File: config.mk
export PLATFORM = sky130hd
export DESIGN_NAME = bounded_deque_engine_core
export DESIGN_NICKNAME = d
export VERILOG_FILES = /design/src/hw/rtl/bdeq_pkg.sv /design/src/hw/rtl/bdeq_cell.sv /design/src/hw/rtl/bounded_deque_engine_core.sv
export SDC_FILE = /design/constraint.sdc
export NUM_CORES = 2
export LEC_CHECK = 0
export ABC_AREA = 1
export BUFFER_PORTS_ARGS = -buffer_cell sky130_fd_sc_hd__buf_2
export CAP_MARGIN = 30
export CELL_PAD_IN_SITES_DETAIL_PLACEMENT = 1
export CELL_PAD_IN_SITES_GLOBAL_PLACEMENT = 2
export CORE_ASPECT_RATIO = 1.2
export CORE_MARGIN = 2
export CORE_UTILIZATION = 30
export DETAILED_ROUTE_END_ITERATION = 10
export PLACE_DENSITY = 0.8
export RECOVER_POWER = 25
export SYNTH_ARGS = -nofsm -noshare
export SYNTH_HDL_FRONTEND = slang
export SYNTH_SLANG_ARGS = --single-unit
File: constraint.sdc
create_clock -name i_clk -period 4.25 [get_ports i_clk]
set_clock_uncertainty 0.2 [all_clocks]
set_input_delay 0.425 -clock i_clk [delete_from_list [all_inputs] [get_ports i_clk]]
set_output_delay 0.425 -clock i_clk [all_outputs]
set_load 0.02 [all_outputs]
File: src/hw/rtl/bdeq_pkg.sv
package bdeq_pkg;

    // Request commands
    localparam logic [2:0] CMD_LIST       = 3'd0;
    localparam logic [2:0] CMD_PUSH_FRONT = 3'd1;
    localparam logic [2:0] CMD_PUSH_BACK  = 3'd2;
    localparam logic [2:0] CMD_POP_FRONT  = 3'd3;
    localparam logic [2:0] CMD_POP_BACK   = 3'd4;

    // Result status
    localparam logic [1:0] STAT_OK    = 2'd0;
    localparam logic [1:0] STAT_EMPTY = 2'd1;
    localparam logic [1:0] STAT_FULL  = 2'd2;

    // Stream field layout
    localparam int CMD_W     = 3;
    localparam int VALUE_W   = 32;
    localparam int ELEM_W    = 32;
    localparam int STATUS_W  = 2;
    localparam int FILL_W    = 5;
    localparam int S_TDATA_W = 40;
    localparam int M_TDATA_W = 40;

    // Cell operations, broadcast along the chain
    typedef logic [2:0] t_cell_op;
    localparam t_cell_op OP_HOLD       = 3'd0;
    localparam t_cell_op OP_SHIFT_IN   = 3'd1; // take left neighbor (front insert)
    localparam t_cell_op OP_LOAD_FREE  = 3'd2; // first free cell takes the value
    localparam t_cell_op OP_SHIFT_OUT  = 3'd3; // take right neighbor (front remove)
    localparam t_cell_op OP_ROTATE     = 3'd4; // tail takes head, rest shift left

    typedef struct packed {
        t_cell_op op;
        logic     at_tail;
        logic     at_free;
    } t_cell_ctrl;

endpackage

File: src/hw/rtl/bdeq_cell.sv
module bdeq_cell #(
    parameter int DATA_WIDTH = 32
) (
    input  logic                      i_clk,
    input  bdeq_pkg::t_cell_ctrl      i_ctrl,
    input  logic [DATA_WIDTH-1:0]     i_from_prev,
    input  logic [DATA_WIDTH-1:0]     i_from_next,
    input  logic [DATA_WIDTH-1:0]     i_head,
    input  logic [DATA_WIDTH-1:0]     i_value,
    output logic [DATA_WIDTH-1:0]     o_data
);

    logic [DATA_WIDTH-1:0] r_data;
    logic [DATA_WIDTH-1:0] n_data;

    always_comb begin
        n_data = r_data;
        case (i_ctrl.op)
            bdeq_pkg::OP_SHIFT_IN:  n_data = i_from_prev;
            bdeq_pkg::OP_LOAD_FREE: begin
                if (i_ctrl.at_free) begin
                    n_data = i_value;
                end
            end
            bdeq_pkg::OP_SHIFT_OUT: n_data = i_from_next;
            bdeq_pkg::OP_ROTATE:    n_data = i_ctrl.at_tail ? i_head : i_from_next;
            default:                n_data = r_data;
        endcase
    end

    always_ff @(posedge i_clk) begin
        r_data <= n_data;
    end

    assign o_data = r_data;

endmodule

File: src/hw/rtl/bounded_deque_engine_core.sv
// Bounded double-ended queue of signed values held in a row of DEPTH cells; the
// front element always sits in the first cell. Push front shifts the row one cell
// back, pop front shifts it one cell forward, push back writes the first free cell
// and pop back reads the tail cell. Push and pop requests each give one result. A
// list request gives one result per stored element, one a cycle while the output
// is taken, by rotating the row one cell per result, so it holds the input until
// the last element has been given; a list of an empty store gives a single empty
// result. Results sit in an output register, and a new request is taken only when
// that register is empty or its result is taken in the same cycle. Unknown
// commands are consumed and give no result.
module bounded_deque_engine_core #(
    parameter int DEPTH      = 16,
    parameter int DATA_WIDTH = 32
) (
    input  logic                           i_clk,
    input  logic                           i_rst_n,
    input  logic                           s_axis_tvalid,
    output logic                           s_axis_tready,
    // [2:0] command, [34:3] value, rest zero
    input  logic [bdeq_pkg::S_TDATA_W-1:0] s_axis_tdata,
    output logic                           m_axis_tvalid,
    input  logic                           m_axis_tready,
    // [31:0] element, [36:32] fill_count, rest zero
    output logic [bdeq_pkg::M_TDATA_W-1:0] m_axis_tdata,
    // [1:0] status
    output logic [bdeq_pkg::STATUS_W-1:0]  m_axis_tuser,
    output logic                           m_axis_tlast
);

    localparam int CW = $clog2(DEPTH + 1);
    localparam logic [CW-1:0] FULL_COUNT = CW'(DEPTH);

    localparam logic ST_IDLE = 1'b0;
    localparam logic ST_LIST = 1'b1;

    logic                           r_state, n_state;
    logic [CW-1:0]                  r_count, n_count;
    logic [CW-1:0]                  r_list_idx, n_list_idx;
    logic                           r_out_valid, n_out_valid;
    logic [bdeq_pkg::ELEM_W-1:0]    r_out_elem, n_out_elem;
    logic [bdeq_pkg::STATUS_W-1:0]  r_out_status, n_out_status;
    logic                           r_out_last, n_out_last;
    logic [bdeq_pkg::FILL_W-1:0]    r_out_fill, n_out_fill;

    logic [bdeq_pkg::CMD_W-1:0]     w_cmd;
    logic [bdeq_pkg::VALUE_W-1:0]   w_value_in;
    logic [DATA_WIDTH-1:0]          w_value;
    logic [DATA_WIDTH-1:0]          w_data [DEPTH];
    logic [DATA_WIDTH-1:0]          w_tail_data;
    logic [DATA_WIDTH-1:0]          w_pick;
    logic [bdeq_pkg::ELEM_W-1:0]    w_pick_ext;
    bdeq_pkg::t_cell_op             w_op;
    bdeq_pkg::t_cell_ctrl           w_ctrl [DEPTH];
    logic                           w_out_free;
    logic                           w_in_fire;
    logic                           w_empty;
    logic [CW-1:0]                  w_tail_idx;

    assign w_cmd      = s_axis_tdata[bdeq_pkg::CMD_W-1:0];
    assign w_value_in = s_axis_tdata[bdeq_pkg::CMD_W +: bdeq_pkg::VALUE_W];
    assign w_empty    = (r_count == '0);
    assign w_tail_idx = r_count - CW'(1);
    assign w_out_free = !r_out_valid || m_axis_tready;

    assign s_axis_tready = (r_state == ST_IDLE) && w_out_free;
    assign w_in_fire     = s_axis_tvalid && s_axis_tready;

    // Width adaptation between the 32-bit stream fields and the stored width
    generate
        if (DATA_WIDTH > 32) begin : g_wide
            assign w_value    = {{(DATA_WIDTH-32){w_value_in[31]}}, w_value_in};
            assign w_pick_ext = w_pick[31:0];
        end else if (DATA_WIDTH == 32) begin : g_same
            assign w_value    = w_value_in;
            assign w_pick_ext = w_pick;
        end else begin : g_narrow
            assign w_value    = w_value_in[DATA_WIDTH-1:0];
            assign w_pick_ext = {{(32-DATA_WIDTH){w_pick[DATA_WIDTH-1]}}, w_pick};
        end
    endgenerate

    // Cell chain
    genvar g;
    generate
        for (g = 0; g < DEPTH; g++) begin : g_cell
            logic [DATA_WIDTH-1:0] w_prev;
            logic [DATA_WIDTH-1:0] w_next;

            if (g == 0) begin : g_first
                assign w_prev = w_value;
            end else begin : g_mid
                assign w_prev = w_data[g-1];
            end
            if (g == DEPTH - 1) begin : g_last
                assign w_next = w_data[g];
            end else begin : g_inner
                assign w_next = w_data[g+1];
            end

            assign w_ctrl[g].op      = w_op;
            assign w_ctrl[g].at_tail = !w_empty && (w_tail_idx == CW'(g));
            assign w_ctrl[g].at_free = (r_count == CW'(g));

            bdeq_cell #(
                .DATA_WIDTH(DATA_WIDTH)
            ) u_cell (
                .i_clk       (i_clk),
                .i_ctrl      (w_ctrl[g]),
                .i_from_prev (w_prev),
                .i_from_next (w_next),
                .i_head      (w_data[0]),
                .i_value     (w_value),
                .o_data      (w_data[g])
            );
        end
    endgenerate

    always_comb begin
        w_tail_data = '0;
        for (int i = 0; i < DEPTH; i++) begin
            if (w_ctrl[i].at_tail) begin
                w_tail_data = w_tail_data | w_data[i];
            end
        end
    end

    assign w_pick = (r_state == ST_IDLE && w_cmd == bdeq_pkg::CMD_POP_BACK)
                    ? w_tail_data : w_data[0];

    always_comb begin
        n_state      = r_state;
        n_count      = r_count;
        n_list_idx   = r_list_idx;
        n_out_valid  = r_out_valid && !m_axis_tready;
        n_out_elem   = r_out_elem;
        n_out_status = r_out_status;
        n_out_last   = r_out_last;
        n_out_fill   = r_out_fill;
        w_op         = bdeq_pkg::OP_HOLD;

        if (r_state == ST_LIST) begin
            if (w_out_free) begin
                w_op         = bdeq_pkg::OP_ROTATE;
                n_out_valid  = 1'b1;
                n_out_elem   = w_pick_ext;
                n_out_status = bdeq_pkg::STAT_OK;
                n_out_last   = (r_list_idx == w_tail_idx);
                n_out_fill   = bdeq_pkg::FILL_W'(r_count);
                n_list_idx   = r_list_idx + CW'(1);
                if (r_list_idx == w_tail_idx) begin
                    n_state = ST_IDLE;
                end
            end
        end else if (w_in_fire) begin
            case (w_cmd)
                bdeq_pkg::CMD_LIST: begin
                    if (w_empty) begin
                        n_out_valid  = 1'b1;
                        n_out_elem   = '0;
                        n_out_status = bdeq_pkg::STAT_EMPTY;
                        n_out_last   = 1'b1;
                        n_out_fill   = bdeq_pkg::FILL_W'(r_count);
                    end else begin
                        n_state    = ST_LIST;
                        n_list_idx = '0;
                    end
                end
                bdeq_pkg::CMD_PUSH_FRONT, bdeq_pkg::CMD_PUSH_BACK: begin
                    n_out_valid = 1'b1;
                    n_out_elem  = '0;
                    n_out_last  = 1'b1;
                    if (r_count == FULL_COUNT) begin
                        n_out_status = bdeq_pkg::STAT_FULL;
                    end else begin
                        w_op         = (w_cmd == bdeq_pkg::CMD_PUSH_FRONT)
                                       ? bdeq_pkg::OP_SHIFT_IN : bdeq_pkg::OP_LOAD_FREE;
                        n_count      = r_count + CW'(1);
                        n_out_status = bdeq_pkg::STAT_OK;
                    end
                    n_out_fill = bdeq_pkg::FILL_W'(n_count);
                end
                bdeq_pkg::CMD_POP_FRONT, bdeq_pkg::CMD_POP_BACK: begin
                    n_out_valid = 1'b1;
                    n_out_last  = 1'b1;
                    if (w_empty) begin
                        n_out_elem   = '0;
                        n_out_status = bdeq_pkg::STAT_EMPTY;
                    end else begin
                        if (w_cmd == bdeq_pkg::CMD_POP_FRONT) begin
                            w_op = bdeq_pkg::OP_SHIFT_OUT;
                        end
                        n_count      = r_count - CW'(1);
                        n_out_elem   = w_pick_ext;
                        n_out_status = bdeq_pkg::STAT_OK;
                    end
                    n_out_fill = bdeq_pkg::FILL_W'(n_count);
                end
                default: begin
                    n_state = r_state;
                end
            endcase
        end
    end

    always_ff @(posedge i_clk) begin
        if (!i_rst_n) begin
            r_state     <= ST_IDLE;
            r_count     <= '0;
            r_list_idx  <= '0;
            r_out_valid <= 1'b0;
        end else begin
            r_state     <= n_state;
            r_count     <= n_count;
            r_list_idx  <= n_list_idx;
            r_out_valid <= n_out_valid;
        end
    end

    always_ff @(posedge i_clk) begin
        r_out_elem   <= n_out_elem;
        r_out_status <= n_out_status;
        r_out_last   <= n_out_last;
        r_out_fill   <= n_out_fill;
    end

    assign m_axis_tvalid = r_out_valid;
    assign m_axis_tdata  = {
        (bdeq_pkg::M_TDATA_W - bdeq_pkg::ELEM_W - bdeq_pkg::FILL_W)'(0),
        r_out_fill,
        r_out_elem
    };
    assign m_axis_tuser  = r_out_status;
    assign m_axis_tlast  = r_out_last;

endmodule
# [Word-level counts from Yosys, hierarchy flattened]
# Cells that the tools add are included.
[word_totals] inputBits=44 mem_count=0 latchBits=0 mem_bits_ro=0 ramBits=0 word_cells=276 out_inout_bits=45 regBits=564
[classes] eq_ne=61 add_sub_neg=3 muxes=115 n_reduce_logical=57 multipliers=0 shift=0 n_lt_le_gt_ge=0 bitwise=16 div=0
[ops] op="32-bit case mux with 4 select lines" count=15
[ops] op="32-bit two-way mux" count=54
[ops] op="32-bit OR" count=15
[ops] op="32-bit case mux with 3 select lines" count=2
[ops] op="5-bit by 4-bit == test with 1-bit output, second input constant" count=16
[ops] op="5-bit two-way mux" count=11
[ops] op="5-bit by 3-bit == test with 1-bit output, second input constant" count=8
[ops] op="2-bit by 1-bit != test with 1-bit output, second input constant" count=17
[ops] op="2-bit AND reduction" count=14
[ops] op="5-bit by 2-bit == test with 1-bit output, second input constant" count=4
[ops] op="1-bit logical AND" count=20
[ops] op="2-bit two-way mux" count=10
[ops] op="1-bit two-way mux" count=15
[ops] op="5-bit case mux with 3 select lines" count=1
[ops] op="3-bit by 2-bit == test with 1-bit output, second input constant" count=4
[ops] op="4-bit AND reduction" count=3
[ops] op="5-bit by 1-bit adder with 5-bit output, second input constant" count=2
[ops] op="5-bit by 1-bit == test with 1-bit output, second input constant" count=2
[ops] op="5-bit zero test" count=2
[ops] op="5-bit case mux with 2 select lines" count=1
[ops] op="3-bit AND reduction" count=3
[ops] op="4-bit nonzero test" count=2
[ops] op="3-bit by 1-bit == test with 1-bit output, second input constant" count=2
[ops] op="3-bit == test, second input constant" count=2
[ops] op="17 further kinds" count=27

# [Longest topological paths before layout]
[logic_depth] depth_word=39 depth_mapped=16 ltp_nobuf=14

# [By module]
# From an unflattened synthesis, not the netlist that was laid out.
[unflattened] hier_cells=7791 area_unflattened_um2=49284.8
[by_module_without_submodules] mod="bdeq_cell" instances=16 cells_per_inst=393 area_each_um2=2585.0
[by_module_without_submodules] mod="bounded_deque_engine_core" instances=1 cells_per_inst=1503 area_each_um2=7925.1

# [Worst setup path after synthesis]
# OpenSTA, ideal clock, no wires.
[synth_timing] path_type="register to register" startpoint="reg r_count[0]" endpoint="reg g_cell[0].u_cell.r_data[0], enable pin" path_slack_ps=142 path_buffers=3 t_arrival_ps=3476 path_stages_with_launch=11 path_cell_list="dfxtp_1 > buf_2 > inv_1 > ha_1 > xor2_1 > nor2_2 > buf_4 > nand2_1 > buf_2 > o22ai_1 > a21oi_1"
[synth_via] elab_chain_cells=8 word_cells_on_any_way=19
[synth_lines] item="start, declared" line_no="bounded_deque_engine_core.sv:37" source="logic [CW-1:0] r_count, n_count;"
[synth_lines] item="start signal, assigned" line_no="bounded_deque_engine_core.sv:213" source="r_count <= n_count;"
[synth_lines] item="5-bit == test or 5-bit zero test (tied branches)" line_no="bounded_deque_engine_core.sv:172, bounded_deque_engine_core.sv:61, bounded_deque_engine_core.sv:102"
[synth_lines] item="2-bit two-way mux, on equally long branches" line_no="bounded_deque_engine_core.sv:172, bounded_deque_engine_core.sv:185"
[synth_lines] item="2-bit case mux with 2 select lines" line_no="bounded_deque_engine_core.sv:155" source="case (w_cmd)"
[synth_lines] item="2-bit two-way mux" line_no="bounded_deque_engine_core.sv:154" source="end else if (w_in_fire) begin"
[synth_lines] item="3-bit two-way mux" line_no="bounded_deque_engine_core.sv:141" source="if (r_state == ST_LIST) begin"
[synth_lines] item="3-bit == test, or another cell as far along" line_no="bdeq_cell.sv:18" source="case (i_ctrl.op)"
[synth_lines] item="2-bit != test (no line) or 4-bit nonzero test (tied branches)"
[synth_lines] item="3-bit AND reduction (no line) *"
[synth_lines] item="end signal, assigned" line_no="bdeq_cell.sv:32" source="r_data <= n_data;"
[synth_lines] item="end, declared" line_no="bdeq_cell.sv:13" source="logic [DATA_WIDTH-1:0] r_data;"
# Every way passes the cells marked *; elsewhere a longest branch is shown, timed or not.
# A chain may end at the register's enable or synchronous reset.

# [Final worst setup path]
[layout_timing] startpoint="reg r_count[1]" endpoint="reg g_cell[6].u_cell.r_data[16] (data pin)"
[layout_via] elab_chain_cells=7 word_cells_on_any_way=17
[layout_lines] item="5-bit == test or 5-bit zero test (tied branches)" line_no="bounded_deque_engine_core.sv:172, bounded_deque_engine_core.sv:61"
[layout_lines] item="2-bit two-way mux, on equally long branches" line_no="bounded_deque_engine_core.sv:172, bounded_deque_engine_core.sv:185"
[layout_lines] item="2-bit case mux with 2 select lines" line_no="bounded_deque_engine_core.sv:155"
[layout_lines] item="2-bit two-way mux" line_no="bounded_deque_engine_core.sv:154"
[layout_lines] item="3-bit two-way mux" line_no="bounded_deque_engine_core.sv:141"
[layout_lines] item="3-bit == test, or another cell as far along" line_no="bdeq_cell.sv:18"
[layout_lines] item="32-bit case mux with 4 select lines *" line_no="bdeq_cell.sv:18"
[layout_lines] item="named net g_cell[6].u_cell.n_data[16]" line_no="bdeq_cell.sv:14" source="logic [DATA_WIDTH-1:0] n_data;"
[layout_lines] item="end signal, assigned" line_no="bdeq_cell.sv:32"
[layout_lines] item="end, declared" line_no="bdeq_cell.sv:13"
# The timed path passes the listed nets; every way through them passes the cells marked *.

==> reports/qor.csv <==
metric,value,unit
setup_tns,0,ps
wirelength,174.7,mm
die_w,326.8,µm
ioPinCount,89,
gp_congestion,0.8301,
worst_pin_slew,1583,ps
post-dp-hpwl,102.9,mm
end_kind,register,
synth_edf_count,552,
critPathBufInv,3,
cts_tree,yes,
layout_min_cycle_time,3930,ps
netlist_top_cells_count,"1054 x nand2_1, 983 x nand3_1, 563 x o21ai_0",
cp_slowest_cell,nor2_1,
outcome,"complete, but fails checks",
numPortBuffers,80,
slew_violations,17,
intPower,11.53,mW
place_inst,6374,
clock.fmax,254.5,MHz
crit_type,reg -> reg,
num-fill-cells,15030,
irDropWorstVdd,0.0002654,V
die_area,127900,µm²
synth_ff_type,edfxtp_1,
timing.slew.headroom,-5.551,%
finalHoldViolations,0,
drt_iter0_drc,4105,
drive_above_1_share,7.722,%
rows,142,
synth-seq-area-share,44.84,%
area_growth,12.60,%
num_vias,39290,
p_seq_share,42.5,%
max_cap_violations,1,
post-route-drc-count,0,
power,17.72,mW
min-delay-start,s_axis_tdata[2],
cts.path.max_buffers,3,
rsz0062_at_grt,no,
syn_area,37500,µm²
cts_resized,0,
track_usage,26.64,%
ys_types,40,
syn_avg_cell_area,7.595,µm²
p_leak,16.62,nW
via_per_inst,6.021,
synth_top_area_share,44.20,%
die_y,391.3,µm
pre_cts_slack,652.7,ps
cts-root-buf,clkbuf_16,
cp_cell_sequence,inv_1 -> ha_1 -> nand3_1 -> inv_2 -> o21ai_2 -> nand2_8 -> nor2_1 -> buf_12 -> o21ai_0 -> nand4_1,
post-route-period-util,92.46,%
path_max_fanout,159,
worstPathRequired,4540,ps
yosysMostFrequentCell,nand2_1,
clock-sinks,564,
p_switching,6.195,mW
setup_slack,320.4,ps
cpPeakStageDelay,820,ps
r2r_start,r_count[1],
worst_setup_path_start_kind,register,
synth-async-reset-ratio,0,%
grt_first_pass_wirelength,260.1,mm
grt.overflow.total,0,
p_sw_share,34.95,%
numCtsBuffers,68,
antenna_found_initial,3,
crit_family,simple AND/OR/NAND/NOR gates,
ant_nets,0,
floorplan.core_area,124500,µm²
htree_levels,3,
critPathLaunch,r_count[1],
cp_data_arrival_time,4220,ps
grt_pass1_vias,38970,
synth_cells,4938,
grt_max_degree,194,
comb_power_share,23.5,%
start_util,30.11,%
violations,"capacitance limit, slew limit",
fin_nets,4873,
power.density,419.7,nW/µm²
dr.pass1.iters,6,
clock_latency,650,ps
synthTopCellsByArea,"edfxtp_1 44%, nand3_1 13%, nand2_1 11%, nand4_1 7.6%, o21ai_0 7.5%",
wire_per_inst,26.78,µm
ys_warn_count,0,
fin_cells,6525,
synth-seq-cells,564,
yosysTopAreaCell,edfxtp_1,
cts.reportedPaths.clkPinSlew,60,ps
setup_viol,0,
p_clk_share,34.0,%
diodes,0,
hold_class,in -> reg,
[power groups by stage]
stage | clock, mW | combinational [mW] | sequential [mW]
2_1_floorplan | 0 | 2.37 | 7.45
3_3_place_gp | 0 | 4.00 | 7.62
3_5_place_dp | 0 | 4.09 | 7.62
4_1_cts | 6.12 | 4.13 | 7.52
5_1_grt | 6.28 | 4.44 | 7.60
6_report | 6.02 | 4.17 | 7.53
[registers in the layout (all words and copies together) (netlist names)]
signal,count
r_out_fill,5
r_out_elem,32
g_cell.u_cell.o_data,512
r_list_idx,5
m_axis_tvalid,1
r_state,1
r_count,5
m_axis_tlast,1
m_axis_tuser,2
[tightest hold or removal path, delay by kind of cell]
| kind | cells | cell delay, ps |
|---|---|---|
| simple gates | 4 | 260 |
| buf+inv | 2 | 150 |
[layer usage]
layer | wire (µm) | global-route usage (%) | up-vias | part of all wire [%]
li1 | - | - | 17320 | -
met1 | 72820 | 35.52 | 19900 | 42
met2 | 81950 | 43.88 | 1725 | 47
met3 | 12550 | 2.954 | 339 | 7.2
met4 | 7379 | 10.92 | 2 | 4.2
met5 | 13 | 0 | - | 0.0074
[metrics by stage]
stage	utilization, %	hold WS, ps	cell area (µm²)
after CTS	34.01	3.372	42350
final	33.91	41.76	42230
after floorplan	-	287.0	37510
after detailed placement	32.02	329.5	39880
after global placement	32.02	311.4	39880
after global routing	33.91	108.0	42230
[worst paths after layout]
| path | depth (start not counted) | endpoint | slack, ps |
|---|---|---|---|
| min | 6 | m_axis_tvalid | 40 |
| min reg2reg | 2 | r_list_idx[2] | 340 |
| max | 10 | g_cell[6].u_cell.o_data[16] | 320 |
| max reg2reg | 10 | g_cell[6].u_cell.o_data[16] | 320 |
[layout make-up]
class | count | area, µm² | share of cell area, %
Multi-Input combinational cell | 3638 | 17680 | 41.86
Sequential cell | 564 | 16820 | 39.82
Timing Repair Buffer | 273 | 2470 | 5.849
Tap cell | 1656 | 2072 | 4.907
Clock buffer | 83 | 1822 | 4.314
Inverter | 276 | 1047 | 2.480
Clock inverter | 35 | 326.6 | 0.7733
[logic make-up (layout without fill, tap and decap cells)]
logic type	count (synthesis)	in the layout	share of synthesized area [%]
and+or+nand+nor	2814	2814	34.99
DFF	564	564	44.84
adders and majority gates	8	8	0.2669
other	1	3	0.009999
xor gates and xnor gates	9	9	0.2102
buffers and inverters	738	667	8.428
AOI/OAI and AO/OA	804	804	11.26
[what timing repair did]
| action | in CTS | in global routing |
|---|---|---|
| hold buffers | 33 | 0 |
| setup buffers | 0 | 0 |
| hold endpoints to repair | 41 | 0 |
[cells in the final DEF, fill, tap and decap left out, types with 5 or more instances in the layout]
cell type	instances
o21ai_1	7
nor2_4	8
nand2_1	1049
o211ai_1	8
ha_1	8
inv_1	247
a21oi_4	7
xor2_1	7
o2111ai_1	13
inv_2	19
edfxtp_1	552
clkinv_1	19
o21ai_0	563
a21oi_1	172
clkinvlp_4	5
bufinv_16	6
dlygate4sd3_1	33
o221ai_1	25
buf_4	103
clkinv_2	12
nor2_1	267
buf_12	49
nand4_1	454
clkbuf_16	71
clkbuf_1	58
nand3_1	983
buf_2	39
dfxtp_1	12
nand2_2	31
nand2_4	9
(Power assumes the default switching activity.)
